$ cat src/sv/btfe_pkg.sv
`timescale 1ns / 1ps
// Shared types and constants for the BER-TLV field extractor.
// Depends on nothing; imported by ber_tlv_field_extractor_top.
package btfe_pkg;

  localparam int LEN_WIDTH  = 16;
  localparam int IDX_WIDTH  = LEN_WIDTH + 2;
  localparam int HDR_WIDTH  = 3;
  localparam int BYTE_W     = 8;
  localparam int STATUS_W   = 3;
  localparam int CFG_IDX_W  = 2;
  localparam int CFG_DATA_W = 16;

  // Length byte forms.
  localparam logic [BYTE_W-1:0] LEN_SHORT_MAX = 8'h7F;
  localparam logic [BYTE_W-1:0] LEN_LONG1     = 8'h81;
  localparam logic [BYTE_W-1:0] LEN_LONG2     = 8'h82;

  // Header sizes for each length form.
  localparam logic [HDR_WIDTH-1:0] HDR_SHORT = 3'd2;
  localparam logic [HDR_WIDTH-1:0] HDR_LONG1 = 3'd3;
  localparam logic [HDR_WIDTH-1:0] HDR_LONG2 = 3'd4;

  // Configuration register indexes.
  localparam logic [CFG_IDX_W-1:0] CFG_EXPECTED_TAG = 2'd0;
  localparam logic [CFG_IDX_W-1:0] CFG_OUT_CAPACITY = 2'd1;
  localparam logic [CFG_IDX_W-1:0] CFG_BUFFER_LEN   = 2'd2;

  typedef enum logic [2:0] {
    PH_IDLE,
    PH_LEN,
    PH_LEN1,
    PH_LEN2H,
    PH_LEN2L,
    PH_VALUE
  } phase_t;

  typedef enum logic [STATUS_W-1:0] {
    ST_OK         = 3'd0,
    ST_BAD_TAG    = 3'd1,
    ST_BAD_FORM   = 3'd2,
    ST_OVER_CAP   = 3'd3,
    ST_OVER_BUF   = 3'd4
  } status_t;

endpackage

$ cat src/sv/ber_tlv_field_extractor_top.sv
`timescale 1ns / 1ps
// Streaming extractor for one BER-TLV record: tag check, length decode, value copy.
// Depends on btfe_pkg for types, widths and constants.
//
// The block takes one byte per cycle and gives at most one result per byte, so it
// sustains one item per clock. Each byte is decoded by a small next-state and compare
// stage that feeds a single output register; the input is stalled only while that
// register holds a result the downstream side is stalling. Tag and length bytes give
// no result unless they end the record with an error or a zero length; each value
// byte gives one result, and the final one carries last. A byte marked first always
// starts a new record. Configuration writes are always ready and should be made only
// while no record is in flight.
module ber_tlv_field_extractor_top (
  input  logic                                 clk,
  input  logic                                 rst,
  // input channel
  input  logic                                 in_valid,
  output logic                                 in_stall,
  input  logic [btfe_pkg::BYTE_W-1:0]          data_byte,
  input  logic                                 first,
  input  logic [btfe_pkg::LEN_WIDTH-1:0]       start_index,
  // result channel
  output logic                                 out_valid,
  input  logic                                 out_stall,
  output logic [btfe_pkg::STATUS_W-1:0]        status,
  output logic [btfe_pkg::BYTE_W-1:0]          payload_byte,
  output logic [btfe_pkg::LEN_WIDTH-1:0]       value_len,
  output logic [btfe_pkg::IDX_WIDTH-1:0]       next_index,
  output logic                                 last,
  // configuration write channel
  input  logic                                 cfg_valid,
  output logic                                 cfg_ready,
  input  logic [btfe_pkg::CFG_IDX_W-1:0]       cfg_index,
  input  logic [btfe_pkg::CFG_DATA_W-1:0]      cfg_data
);
  import btfe_pkg::*;

  // configuration
  logic [BYTE_W-1:0]    expected_tag;
  logic [LEN_WIDTH-1:0] out_capacity;
  logic [LEN_WIDTH-1:0] buffer_len;

  // record state
  phase_t               phase, phase_next;
  logic [LEN_WIDTH-1:0] remaining_bytes, remaining_bytes_next;
  logic [LEN_WIDTH-1:0] decoded_length, decoded_length_next;
  logic [LEN_WIDTH-1:0] record_start, record_start_next;
  logic [HDR_WIDTH-1:0] header_size, header_size_next;
  logic [IDX_WIDTH-1:0] record_end, record_end_next;

  // decode decisions
  logic                 in_xfer;
  logic                 out_free;
  logic                 len_check;
  logic [LEN_WIDTH-1:0] cand_len;
  logic [HDR_WIDTH-1:0] cand_hdr;
  logic [IDX_WIDTH-1:0] cand_end;
  logic                 fail_en;
  status_t              fail_code;
  logic                 zero_done;
  logic                 value_emit;
  logic [LEN_WIDTH-1:0] remaining_dec;

  // result assembly
  logic                 res_fire;
  status_t              res_status;
  logic [BYTE_W-1:0]    res_byte;
  logic [LEN_WIDTH-1:0] res_len;
  logic [IDX_WIDTH-1:0] res_index;
  logic                 res_last;

  assign out_free  = !out_valid || !out_stall;
  assign in_stall  = !out_free;
  assign in_xfer   = in_valid && !in_stall;
  assign cfg_ready = 1'b1;

  assign remaining_dec = remaining_bytes - {{(LEN_WIDTH-1){1'b0}}, 1'b1};
  assign cand_end = {2'b00, record_start} + {{(IDX_WIDTH-HDR_WIDTH){1'b0}}, cand_hdr}
                  + {2'b00, cand_len};

  // Next state and decode decisions.
  always_comb begin
    phase_next           = phase;
    remaining_bytes_next = remaining_bytes;
    decoded_length_next  = decoded_length;
    record_start_next    = record_start;
    header_size_next     = header_size;
    record_end_next      = record_end;
    len_check            = 1'b0;
    cand_len             = decoded_length;
    cand_hdr             = header_size;
    fail_en              = 1'b0;
    fail_code            = ST_OK;
    zero_done            = 1'b0;
    value_emit           = 1'b0;

    if (in_xfer) begin
      if (first) begin
        record_start_next    = start_index;
        decoded_length_next  = '0;
        header_size_next     = '0;
        remaining_bytes_next = '0;
        if (start_index > buffer_len || data_byte != expected_tag) begin
          fail_en   = 1'b1;
          fail_code = ST_BAD_TAG;
        end else begin
          phase_next = PH_LEN;
        end
      end else begin
        case (phase)
          PH_LEN: begin
            if (data_byte <= LEN_SHORT_MAX) begin
              cand_len         = {{(LEN_WIDTH-BYTE_W){1'b0}}, data_byte};
              cand_hdr         = HDR_SHORT;
              header_size_next = HDR_SHORT;
              len_check        = 1'b1;
            end else if (data_byte == LEN_LONG1) begin
              header_size_next = HDR_LONG1;
              phase_next       = PH_LEN1;
            end else if (data_byte == LEN_LONG2) begin
              header_size_next = HDR_LONG2;
              phase_next       = PH_LEN2H;
            end else begin
              fail_en   = 1'b1;
              fail_code = ST_BAD_FORM;
            end
          end
          PH_LEN1: begin
            cand_len  = {{(LEN_WIDTH-BYTE_W){1'b0}}, data_byte};
            len_check = 1'b1;
          end
          PH_LEN2H: begin
            decoded_length_next = {data_byte, {(LEN_WIDTH-BYTE_W){1'b0}}};
            phase_next          = PH_LEN2L;
          end
          PH_LEN2L: begin
            cand_len  = decoded_length | {{(LEN_WIDTH-BYTE_W){1'b0}}, data_byte};
            len_check = 1'b1;
          end
          PH_VALUE: begin
            value_emit           = 1'b1;
            remaining_bytes_next = remaining_dec;
            if (remaining_dec == '0) begin
              phase_next = PH_IDLE;
            end
          end
          default: begin
            phase_next = PH_IDLE;
          end
        endcase
      end

      // A complete length is checked against capacity first, then the buffer.
      if (len_check) begin
        decoded_length_next = cand_len;
        record_end_next     = cand_end;
        if (cand_len > out_capacity) begin
          fail_en   = 1'b1;
          fail_code = ST_OVER_CAP;
        end else if (cand_len > buffer_len) begin
          fail_en   = 1'b1;
          fail_code = ST_OVER_BUF;
        end else if (cand_len == '0) begin
          zero_done  = 1'b1;
          phase_next = PH_IDLE;
        end else begin
          remaining_bytes_next = cand_len;
          phase_next           = PH_VALUE;
        end
      end

      if (fail_en) begin
        phase_next           = PH_IDLE;
        remaining_bytes_next = '0;
      end
    end
  end

  // Result fields for the byte just taken.
  always_comb begin
    res_fire   = 1'b0;
    res_status = ST_OK;
    res_byte   = '0;
    res_len    = '0;
    res_index  = '0;
    res_last   = 1'b0;
    if (fail_en) begin
      res_fire   = 1'b1;
      res_status = fail_code;
      res_last   = 1'b1;
    end else if (zero_done) begin
      res_fire  = 1'b1;
      res_index = cand_end;
      res_last  = 1'b1;
    end else if (value_emit) begin
      res_fire  = 1'b1;
      res_byte  = data_byte;
      res_len   = decoded_length;
      res_index = record_end;
      res_last  = (remaining_dec == '0);
    end
  end

  always_ff @(posedge clk) begin
    if (rst) begin
      phase           <= PH_IDLE;
      remaining_bytes <= '0;
      decoded_length  <= '0;
      record_start    <= '0;
      header_size     <= '0;
      record_end      <= '0;
    end else begin
      phase           <= phase_next;
      remaining_bytes <= remaining_bytes_next;
      decoded_length  <= decoded_length_next;
      record_start    <= record_start_next;
      header_size     <= header_size_next;
      record_end      <= record_end_next;
    end
  end

  always_ff @(posedge clk) begin
    if (rst) begin
      expected_tag <= '0;
      out_capacity <= '1;
      buffer_len   <= '1;
    end else if (cfg_valid && cfg_ready) begin
      case (cfg_index)
        CFG_EXPECTED_TAG: expected_tag <= cfg_data[BYTE_W-1:0];
        CFG_OUT_CAPACITY: out_capacity <= cfg_data[LEN_WIDTH-1:0];
        CFG_BUFFER_LEN:   buffer_len   <= cfg_data[LEN_WIDTH-1:0];
        default: begin
        end
      endcase
    end
  end

  // The output register refills whenever the held result has gone or none is held.
  always_ff @(posedge clk) begin
    if (rst) begin
      out_valid <= 1'b0;
    end else if (out_free) begin
      out_valid <= in_xfer && res_fire;
    end
  end

  always_ff @(posedge clk) begin
    if (out_free && in_xfer && res_fire) begin
      status       <= res_status;
      payload_byte <= res_byte;
      value_len    <= res_len;
      next_index   <= res_index;
      last         <= res_last;
    end
  end

endmodule
$ cat config.mk
export PLATFORM = sky130hd
export DESIGN_NAME = ber_tlv_field_extractor_top
export DESIGN_NICKNAME = d
export VERILOG_FILES = /design/src/sv/btfe_pkg.sv /design/src/sv/ber_tlv_field_extractor_top.sv
export SDC_FILE = /design/constraint.sdc
export NUM_CORES = 1
export LEC_CHECK = 0
export BUFFER_PORTS_ARGS = -buffer_cell sky130_fd_sc_hd__buf_2
export CAP_MARGIN = 0
export CORE_MARGIN = 1
export CORE_UTILIZATION = 65
export DETAILED_ROUTE_END_ITERATION = 16
export PLACE_DENSITY = 0.87
export RECOVER_POWER = 25
export SLEW_MARGIN = 20
export SYNTH_ARGS = -nofsm -noshare
export SYNTH_HDL_FRONTEND = slang
export SYNTH_SLANG_ARGS = --single-unit
$ cat constraint.sdc
create_clock -name clk -period 18.4 [get_ports clk]
set_clock_uncertainty 0.15 [all_clocks]
set_input_delay 0.92 -clock clk [delete_from_list [all_inputs] [get_ports clk]]
set_output_delay 0.92 -clock clk [all_outputs]
set_load 0.01 [all_outputs]
======== Word-level counts from Yosys, hierarchy flattened ========
Index checks and enable logic that the tools add are counted.
Widths: inputs -> output; s select.
storage, ports and cells
  register bits after elaboration ......... 159
  latch bits .............................. 0
  RAM bits ................................ 0
  ROM bits ................................ 0
  input port bits ......................... 48
  logic and storage cells ................. 134
  memories kept ........................... 0
cells by class
  add/subtract/negate cells ............... 3
  multipliers ............................. 0
  divide/modulo/power cells ............... 0
  order comparisons ....................... 4
  equal/unequal tests ..................... 10
  shift operators ......................... 0
  multiplexer cells ....................... 74
  bitwise logic cells ..................... 2
  reductions and logical operators ........ 26
operator list
  kind                   count
  $mux 16                14
  $mux 3                 24
  $gt 16x16->1           3
  $pmux 16 s3            1
  $mux 18                2
  $logic_not 16->1       2
  $mux 1                 27
  $add 17x16->18         1
  $add 16x3->17          1
  $eq 8x8->1 const B     2
  $or 16x8->16           1
  $sub 16x1->16 const B  1
  $reduce_and 2->1       7
  $pmux 3 s4             1
  $le 8x7->1 const B     1
  $mux 2                 4
  $ne 8x8->1             1
  $eq 3x2->1 const B     2
  $eq 3x3->1 const B     2
  $logic_and 1x1->1      4
  $reduce_bool 4->1      1
  $reduce_or 2->1        2
  $eq 3x1->1 const B     1
  $logic_not 1->1        3
  other kinds (10)       11

======== Logic depth before layout (Yosys ltp) ========
Gate-level depths: netlist (run 1).
  word-level depth ........................ 14
  gate-level depth with buffers ........... 19
  gate-level depth less buffers ........... 16

======== Least setup slack after synthesis (run 1) ========
OpenSTA, ideal clock, no wires.
  path kind ............................... input to register
  start point ............................. input data_byte[7] (netlist bit)
  end point ............................... register last, enable pin
  library setup time ...................... 0.462 ns
  arrival ................................. 5.714 ns
  required time ........................... 17.788 ns
  path slack .............................. 12.074 ns
  cell stages on the path ................. 14
  cells stage by stage .................... buf_4 nor3_1 a221o_1 a32o_1 ha_1 nand3_1 nor4_1 nand4_1 nand2b_1 o21ai_1 buf_4 a21o_1 a21oi_1 o211ai_1
between the ends
  longest elaborated chain between the ends .. 14
  elaborated cells on any way between the ends .. 36
  classes of those cells .................. order compare (3); eq/ne (3); mux (26); bitwise (1); reduce/logical (3)
RTL lines
  element                                                                RTL line                            RTL
  start: declaration                                                     ber_tlv_field_extractor_top.sv:19   input logic [btfe_pkg::BYTE_W-1:0] data_byte,
  parallel branches: the longest is 12 deep, another holds $gt 16x16->1  -
  $mux 1 *                                                               ber_tlv_field_extractor_top.sv:187  if (fail_en) begin
  $logic_and 1x1->1 *                                                    ber_tlv_field_extractor_top.sv:248  if (out_free && in_xfer && res_fire) begin
  end signal: assignment                                                 ber_tlv_field_extractor_top.sv:253  last <= res_last;
  end: declaration                                                       ber_tlv_field_extractor_top.sv:29   output logic last,
Every way passes the cells marked *. The select of a mux whose other input is x is not followed.
A chain may end at the register's enable or synchronous reset.

======== Worst setup path in the final report (run 1) ========
  start point ............................. register phase[1]
  end point ............................... register record_end[15]
between the ends
  longest elaborated chain between the ends .. 6
  elaborated cells on any way between the ends .. 17
  classes of those cells .................. add/sub (2); eq/ne (3); mux (10); reduce/logical (2)
RTL lines
  element                                                    RTL line                            RTL
  start: declaration                                         ber_tlv_field_extractor_top.sv:44   phase_t phase, phase_next;
  start signal: assignment                                   ber_tlv_field_extractor_top.sv:213  phase <= phase_next;
  $eq 3x1->1, or another cell as far along                   ber_tlv_field_extractor_top.sv:110  case (phase)
  $mux 3, or another cell as far along                       ber_tlv_field_extractor_top.sv:110
  $mux 3, or another cell as far along                       ber_tlv_field_extractor_top.sv:98   if (first) begin
  $mux 3, or another cell as far along                       ber_tlv_field_extractor_top.sv:97   if (in_xfer) begin
  $add 16x3->17, or another cell as far along                ber_tlv_field_extractor_top.sv:78   assign cand_end = {2'b00, record_start} + {{(IDX_WIDTH-HDR_WIDTH){1'b0}}, cand_hdr}
  $add 17x16->18 / $reduce_and 2->1 (equally long branches)  -
  end signal: assignment                                     ber_tlv_field_extractor_top.sv:218  record_end <= record_end_next;
  end: declaration                                           ber_tlv_field_extractor_top.sv:49   logic [IDX_WIDTH-1:0] record_end, record_end_next;
Several ways; a longest one is shown, not always the timed one. The select of a mux whose other input is x is not followed.

==> flow_summary.json, run 1 <==
{
  "yosys.area.top_type": "dfxtp_1",
  "synth_top_area_share_pct": 23.3,
  "startpoint_type": "register",
  "crit_start": "phase[1]",
  "synth_compound_area_share_pct": 22.0,
  "ios": 97,
  "crit_buf_inv": 0,
  "routabilityCongestion": 0.956,
  "tightest_slew_ns": 4.14,
  "maxSlewViolCount": 94,
  "synth_xor_area_share_pct": 2.97,
  "rsz0062_at_grt": "no",
  "dr.pass1.iters": 6,
  "dpl.hpwl_mm": 19.0,
  "core_area_mm2": 0.0145,
  "cts-hold-fix-buffers": 0,
  "ys_top_cells_by_area": "dfxtp_1, edfxtp_1, ha_1",
  "dieArea_mm2": 0.0154,
  "drc": 0,
  "cts.clk_slew.worst_paths_ns": 0.06,
  "synthesis.nets": 1214,
  "antenna_cells": 0,
  "cts_max_level": 4,
  "grt_max_degree": 94,
  "grtUsageTotal_pct": 35.4,
  "die_w_um": 124,
  "numCtsBuffers": 17,
  "dp.cells": 1306,
  "grt_pass1_vias": 7735,
  "synth_top_family_by_area": "compound AO/OA/AOI/OAI gates",
  "num_rows": 44,
  "maxCapViolCount": 1,
  "drt_iter0_drc": 1293,
  "drive_gt1_share_pct": 12.0,
  "cts_tree": "built",
  "clkLatencyLatePin_ns": 0.44,
  "cpPeakStageDelay_ns": 0.92,
  "worstPathRequired_ns": 18.38,
  "postCtsSetupBuffers": 0,
  "leakage_uw": 0.00464,
  "yosys.area_share.adder_pct": 10.6,
  "fin_nets": 1269,
  "finalCritPeriodShare_pct": 32.2,
  "synth_commonest_cells": "dfxtp_1, nand2_1, nor2_1",
  "slowest_stage": "dfxtp_1",
  "cp.arrival_ns": 5.89,
  "path_max_fanout": 28,
  "clock_power_share_pct": 41.1,
  "worstSetupPathType": "register to register",
  "synth-main-ff-cell": "dfxtp_1",
  "antenna_found_initial": 0,
  "p_comb_share_pct": 15.1,
  "vdd_ir_drop_max_v": 0.0000657,
  "crit_chain": "xnor2_2, o22ai_1, and2_1, nand2_1, o21ai_0, fa_1, ha_1, fa_1, a211o_1, o211ai_1, a21oi_1, o221ai_1, o21ai_0, xor2_1, nand2_1, a21oi_1",
  "reg2reg_slack_ns": 12.48,
  "antenna_left": 0,
  "period_needed_ns": 5.92,
  "cts_resized": 0,
  "power_density_mw_per_mm2": 82.0,
  "placement.io_buffers": 95,
  "clk_path_buf_depth": 2,
  "crit_family": "compound AO/OA/AOI/OAI gates",
  "outcome": "complete, but fails checks",
  "yosys_warnings": 0,
  "hold_viol_final": 0,
  "synth_seq_cells": 159,
  "internal_power_uw": 638,
  "relSlewSlack_pct": -176,
  "reg2reg_to": "record_end[15]",
  "synthSimpleGateAreaFrac_pct": 19.9,
  "power_switching_uw": 243,
  "postSynthAreaPerCell_um2": 8.93,
  "stdcell_count": 1338,
  "finalSetupViolCount": 0,
  "timing.fmax_mhz": 169,
  "drt-total-wl_mm": 27.0,
  "clock-root-buffer": "clkbuf_16",
  "synthMuxAreaShare_pct": 1.45,
  "cp.depth": 16,
  "violations": "max-capacitance violations, max-slew violations",
  "synth_edf_count": 46,
  "syn_inst": 1086,
  "critPathCaptureType": "register",
  "switching_share_pct": 27.6,
  "worstSetupEndpoint": "record_end[15]",
  "viasPerCell": 6.52,
  "syn_area_mm2": 0.00970,
  "hp-class": "register to register",
  "initial_core_util_pct": 66.7,
  "synthArstFlopShare_pct": 0,
  "seq_power_share_pct": 43.8,
  "grt-ovfl-total": 0,
  "die_h_um": 124,
  "vias": 8723,
  "areaGrowthSynthToFinish_pct": 10.7,
  "ys_types": 85,
  "grt_pass1_wl_mm": 40.8,
  "wl_per_cell_um": 20.2,
  "clkSinkCount": 159,
  "synth-seq-area-share_pct": 37.6,
  "final.setup.tns_ns": 0,
  "rr_worst_depth": 16,
  "rr_startpoint": "phase[1]"
}
-- area by class of cell --
| cell class | instances | area [um2] |
|---|---|---|
| Clock inverter | 7 | 70.1 |
| Fill cell | 1088 | 3800 |
| Tap cell | 184 | 230 |
| Clock buffer | 25 | 539 |
| Timing Repair Buffer | 102 | 494 |
| Sequential cell | 159 | 3640 |
| Inverter | 60 | 225 |
| Multi-Input combinational cell | 801 | 5530 |
-- registers in the layout (all words and copies together) (netlist names) --
signal / cells
status: 3
next_index: 18
record_end: 18
decoded_length: 16
buffer_len: 16
phase: 3
record_start: 16
out_capacity: 16
last: 1
out_valid: 1
value_len: 16
remaining_bytes: 16
header_size: 3
expected_tag: 8
payload_byte: 8
-- worst register-to-register path, delay by kind of cell, from the launching register on --
kind	cells	cell delay (ns)
AOI/OAI and AO/OA	8	1.76
and+or+nand+nor	3	1.21
adders and majority gates	3	1.18
DFF	1	0.92
xor gates and xnor gates	2	0.38
-- stage by stage --
step           cell area (um2)  power, uW  setup slack [ns]  utilization (%)  hold WS [ns]
2_1_floorplan             9700        480             12.07                -         0.286
6_report                 10700        881             12.48             73.9         0.304
4_1_cts                  10800        877             12.58             74.1         0.307
5_1_grt                  10700        904             12.09             73.9         0.339
3_3_place_gp             10200        519             12.46             69.9         0.291
3_5_place_dp             10200        521             12.34             69.9         0.298
-- kinds of logic after synthesis --
kind of cell             after synthesis
AND/OR/NAND/NOR                      388
multiplexers                          14
adder cells (fa/ha/maj)               80
other                                  1
AO/OA/AOI/OAI                        286
buffers and inverters                126
XOR/XNOR                              32
flip-flops                           159
-- how the worst min path moves through the flow --
stage                     startpoint          endpoint  slack [ns]  depth (start not counted)
floorplan            record_start[0]   record_start[0]        0.29                          2
global placement       record_end[5]     record_end[5]        0.29                          2
detailed placement     record_end[5]     record_end[5]        0.30                          2
CTS                    record_end[5]     record_end[5]        0.31                          2
global route        record_start[12]  record_start[12]        0.34                          2
finish                record_end[12]    record_end[12]        0.30                          2
-- power groups by stage --
stage	sequential (uW)	clock [uW]	combinational [uW]
after floorplan	389	0	90.8
after detailed placement	393	0	128
after global placement	392	0	127
final	386	362	133
after global routing	388	372	144
after CTS	385	361	130
-- per-layer routing --
metal  global-route usage [%]  wire length, um
met5                        0                0
met3                     7.37             2670
met2                     53.7            12100
met1                     46.9            11100
met4                     19.4             1220
-- layout by cell type (no fill, tap or decap), types with 25 or more instances in the layout --
master    Yosys  layout
nand2_1     113     113
dfxtp_1     113     113
nor2_1      107     106
ha_1         76      76
buf_2        10      71
a21oi_1      70      70
inv_1        60      60
edfxtp_1     46      46
and2_1       39      39
a211o_1      35      35
clkbuf_1     43      28
nand3_1      25      25
Power figures use the tool's default switching activity.
==> run 2, diff against run 1 <==
ABC_AREA = 1   (was not set)
CORE_UTILIZATION = 60   (was 65)
PLACE_DENSITY = 0.81   (was 0.87)
clock period = 5.8 ns   (was 18.4 ns; I/O delays follow)
==> flow_summary.json, run 2 <==
{
  "fillers": 1330,
  "rr_startpoint": "phase[1]",
  "clkLatencyLatePin_ns": 0.44,
  "synth_edf_count": 46,
  "grt-ovfl-total": 0,
  "reg2reg_slack_ns": 1.03,
  "tightest_slew_ns": 2.81,
  "layout_common_cells": "nand2_1, inv_1, nor2_1",
  "maxSlewViolCount": 116,
  "antenna_cells": 0,
  "synth-main-ff-cell": "dfxtp_1",
  "synth_top_area_share_pct": 23.2,
  "finalCritPeriodShare_pct": 82.3,
  "yosys_warnings": 0,
  "reg2reg_to": "status[2]",
  "startpoint_type": "register",
  "hold_viol_final": 0,
  "ys_top_cells_by_area": "dfxtp_1, edfxtp_1, nand2_1",
  "leakage_uw": 0.00548,
  "synth_commonest_cells": "nand2_1, inv_1, nor2_1",
  "synth.most_common_cell": "nand2_1",
  "dpl.hpwl_mm": 19.7,
  "num_rows": 46,
  "grtUsageTotal_pct": 33.4,
  "routabilityCongestion": 0.987,
  "viasPerCell": 5.59,
  "core_area_mm2": 0.0159,
  "clock-root-buffer": "clkbuf_16",
  "syn_inst": 1311,
  "die_w_um": 129,
  "min_to": "record_start[9]",
  "worstSetupPathType": "register to register",
  "fin_util_pct": 69.9,
  "relSlewSlack_pct": -87.1,
  "antenna_found_initial": 0,
  "hp-class": "primary input to register",
  "postCtsSetupBuffers": 0,
  "vdd_ir_drop_max_v": 0.000185,
  "syn_area_mm2": 0.00973,
  "placement.io_buffers": 95,
  "grt_pass1_wl_mm": 42.5,
  "period_needed_ns": 4.77,
  "initial_core_util_pct": 61.3,
  "cts_max_level": 4,
  "synthArstFlopShare_pct": 0,
  "clk_path_buf_depth": 2,
  "drive_gt1_share_pct": 9.62,
  "postSynthAreaPerCell_um2": 7.42,
  "vias": 9172,
  "dieArea_mm2": 0.0167,
  "maxCapViolCount": 2,
  "violations": "max-capacitance violations, max-slew violations",
  "synthesis.nets": 1439,
  "yosys.area.top_type": "dfxtp_1",
  "synth-seq-area-share_pct": 37.4,
  "final.setup.tns_ns": 0,
  "cp.arrival_ns": 4.73,
  "outcome": "complete, but fails checks",
  "ios": 97,
  "cts.clk_slew.worst_paths_ns": 0.07,
  "rr_worst_depth": 20,
  "rsz0062_at_grt": "no",
  "numCtsBuffers": 17,
  "grt_pass1_vias": 8107,
  "die_h_um": 129,
  "power.total_uw": 2650,
  "top_regs": "next_index (18), record_end (18)",
  "drt-total-wl_mm": 26.7,
  "dr.pass1.iters": 5,
  "drt_iter0_drc": 887,
  "wl_per_cell_um": 16.3,
  "cts_tree": "built",
  "grt_max_degree": 60,
  "areaGrowthSynthToFinish_pct": 14.2,
  "synth_seq_cells": 159,
  "final_common_cell": "nand2_1",
  "antenna_left": 0,
  "timing.fmax_mhz": 210,
  "power_density_mw_per_mm2": 239,
  "clkSinkCount": 159,
  "ys_types": 49,
  "critPathCaptureType": "register",
  "fin_nets": 1539,
  "drc": 0,
  "path_max_fanout": 26,
  "finalSetupViolCount": 0,
  "worstPathRequired_ns": 5.76,
  "min_path_cells": 3,
  "min_from": "start_index[9]"
}
[run 2: changes by cell type in the layout (fill, tap and decap cells not counted), moves of 25 or more]
| cell | previous run | this run |
|---|---|---|
| o21ai_0 | 20 | 62 |
| a21oi_1 | 70 | 107 |
| nand2_1 | 113 | 292 |
| nand3_1 | 25 | 68 |
| inv_1 | 60 | 178 |
| and2_1 | 39 | 0 |
| a211o_1 | 35 | 0 |
| o211ai_1 | 11 | 36 |
[run 2: timing repair]
action                                  CTS  global route
endpoints found under the setup margin    0             0
hold buffers                             24             0
resized for setup                         0             0
hold endpoints to repair                 37             0
[run 2: metal layers]
layer | vias to the layer above | wire [um] | GRT usage [%]
met5 | - | 0 | 0
met4 | 0 | 1020 | 15.3
met3 | 63 | 2540 | 6.23
met2 | 453 | 11400 | 50.5
met1 | 4136 | 11800 | 46.5
li1 | 4520 | - | -
[run 2: layout make-up]
class	instances	area, um2	area share (%)
clock inverters	14	165	1.49
repair buffers	130	732	6.59
multi-input cells	909	5140	46.3
flip-flops and latches	159	3640	32.8
clock buffers	18	429	3.86
inverters	194	728	6.55
well taps	216	270	2.43
[run 2: cell families (layout without fill, tap and decap cells)]
logic type	after synthesis	after routing	share of synthesized area, %
other cells	1	1	0.0385
buf+inv	243	356	9.76
flops	159	159	37.4
fa+ha+maj	80	80	10.6
compound gates	255	255	15.2
xor+xnor	34	34	3.06
simple gates	539	539	23.9
[run 2: stage by stage]
stage | setup slack [ns] | hold slack, ns | cells | instance area [um2]
after floorplan | 1.51 | 0.253 | 1311 | 9730
final | 1.03 | 0.00950 | 1640 | 11100
after global routing | 0.582 | 0.0176 | 1640 | 11100
after detailed placement | 1.17 | 0.290 | 1584 | 10300
after CTS | 1.13 | 0.000527 | 1640 | 11200
after global placement | 1.34 | 0.285 | 1584 | 10300
[run 2: worst max path at each step]
stage               startpoint              to  slack, ns  cells after the start
floorplan             phase[1]            last       1.51                     24
global placement      phase[0]  next_index[13]       1.34                     18
detailed placement    phase[1]       status[0]       1.17                     20
CTS                   phase[1]       status[2]       1.13                     20
global route          phase[0]  next_index[13]       0.58                     18
finish                phase[1]       status[2]       1.03                     20
[run 2: power breakdown]
group          internal, uW  switching [uW]
Combinational          98.7             206
Sequential             1180            18.1
Clock                   650             499
Total                  1930             723
[run 2: critical path: stages (launching register included)]
cell and delay (ns):
dfxtp_1 0.35, inv_2 0.12, nand2_1 0.07, nor2_2 0.23, nand2_1 0.11, nand4_2 0.33, clkinv_1 0.32, nor2_1 0.31
ha_1 0.21, nand3_1 0.07, nor2_1 0.18, nand4_1 0.17, or2_2 0.33, nand3_1 0.14, nand2_2 0.13, nor2_8 0.32
nand3_4 0.29, nand2_1 0.15, nor2_1 0.06, inv_1 0.07, buf_4 0.29
==> run 3, diff against run 2 <==
CORE_UTILIZATION = 54   (was 60)
PLACE_DENSITY = 0.77   (was 0.81)
clock period = 3.9 ns   (was 5.8 ns; I/O delays follow)
==> flow_summary.json, run 3 (synthesis results as in run 2) <==
{
  "outcome": "complete, but fails checks",
  "violations": "negative setup slack",
  "reg2reg_slack_ns": -0.04,
  "final_cell_area_mm2": 0.0122,
  "clock-root-buffer": "clkbuf_16",
  "die_h_um": 136,
  "viasPerCell": 5.73,
  "cts_max_level": 4,
  "relSlewSlack_pct": 16.8,
  "vias": 9863,
  "routabilityCongestion": 0.958,
  "hold_ws_ns": 0.0928,
  "core_area_mm2": 0.0174,
  "grt_max_degree": 55,
  "dpl.hpwl_mm": 21.3,
  "tightest_slew_ns": 1.25,
  "grt_pass1_wl_mm": 45.9,
  "vdd_ir_drop_max_v": 0.000333,
  "grtUsageTotal_pct": 32.5,
  "leakage_uw": 0.00591,
  "hold_viol_final": 0,
  "critPathCaptureType": "register",
  "dieArea_mm2": 0.0186,
  "maxCapViolCount": 0,
  "worstPathRequired_ns": 3.95,
  "numCtsBuffers": 17,
  "fin_util_pct": 69.8,
  "layout_common_cells": "nand2_1, inv_1, dfxtp_1",
  "place_area_mm2": 0.0107,
  "rsz0062_at_grt": "yes",
  "drt-total-wl_mm": 30.6,
  "maxSlewViolCount": 0,
  "power_density_mw_per_mm2": 328,
  "finalCritPeriodShare_pct": 101,
  "antenna_found_initial": 0,
  "cts.clk_slew.worst_paths_ns": 0.06,
  "cp.arrival_ns": 3.99,
  "seq_area_mm2": 0.00365,
  "timing.fmax_mhz": 254,
  "fin_nets": 1612,
  "final.setup.tns_ns": -0.634,
  "wl_per_cell_um": 17.8,
  "worstSetupPathType": "register to register",
  "cts_tree": "built",
  "die_w_um": 136,
  "clk_path_buf_depth": 2,
  "fillers": 1435,
  "antenna_cells": 0,
  "final_common_cell": "nand2_1",
  "period_needed_ns": 3.94,
  "dr.pass1.iters": 5,
  "initial_core_util_pct": 55.9,
  "clkSinkCount": 159,
  "clkLatencyLatePin_ns": 0.45,
  "setup_ws_ns": -0.0399,
  "drive_gt1_share_pct": 17.6,
  "drc": 0,
  "hp-class": "primary input to register",
  "ios": 97,
  "finalSetupViolCount": 33,
  "top_regs": "next_index (18), record_end (18)",
  "grt_pass1_vias": 8862,
  "antenna_left": 0,
  "placement.io_buffers": 95,
  "areaGrowthSynthToFinish_pct": 24.9,
  "num_rows": 48,
  "grt-ovfl-total": 0,
  "startpoint_type": "register",
  "path_max_fanout": 7,
  "multi_input_area_mm2": 0.00542,
  "drt_iter0_drc": 1061
}
==> run 3: timing repair <==
item                                   CTS  global route
buffers inserted                         1            14
hold buffers                            35             0
gates cloned                             0             7
setup endpoints to repair                2            84
gates resized for setup                  2            70
endpoints found under the hold margin   58             0
pin swaps                                1            24
==> run 3: routing by layer <==
layer	GRT usage, %	share of wire [%]	vias to the layer above
li1	-	-	4669
met1	44.7	42	4551
met2	50.3	45	557
met3	5.56	9.5	86
met4	13.1	3.1	0
met5	0	0	-
==> run 3: where the power goes <==
part | total (uW) | switching [uW] | internal, uW
logic | 535 | 343 | 193
clock network | 1670 | 812 | 855
registers | 1780 | 28.0 | 1750
total | 3980 | 1180 | 2800
==> run 3: final timing paths <==
path	from	endpoint	depth (start not counted)
worst max-delay path	phase[1]	value_len[0]	22
worst max register to register	phase[1]	value_len[0]	22
worst min register to register	remaining_bytes[15]	remaining_bytes[15]	2
worst min-delay path	cfg_index[0]	expected_tag[0]	4
==> run 3: per-stage QoR <==
stage,power [uW],instances,worst slack (ns)
final,3980,1722,-0.0399
after detailed placement,2270,1633,-0.000731
after floorplan,2090,1311,0.00114
after CTS,3930,1701,0.0143
after global placement,2260,1633,0.138
after global routing,4090,1722,-0.138
==> run 3: final cells by class <==
type | instances | area share [%]
clock buffer | 18 | 3.53
timing repair inverter | 1 | 0.0721
timing repair buffer | 202 | 12.0
tap | 225 | 2.32
multi-input combinational | 909 | 44.6
sequential | 159 | 30.1
clock inverter | 14 | 1.23
inverter | 194 | 6.21
==> run 3: critical path, cell delays in order, from the launching register on <==
cell and delay, ns:
dfxtp_4 0.37, inv_6 0.08, nand3_4 0.11, nand3_4 0.12
nand4_4 0.19, buf_12 0.21, nand2_2 0.07, nand2_2 0.10
ha_1 0.31, nand2_1 0.10, nor2_2 0.22, nand4_1 0.20
nor2_2 0.16, inv_1 0.06, nand3_2 0.09, nand2_1 0.08
nand2_2 0.10, nand3_2 0.10, nand2_2 0.11, nand2_4 0.06
nor2_4 0.13, clkinvlp_4 0.30, clkbuf_16 0.27
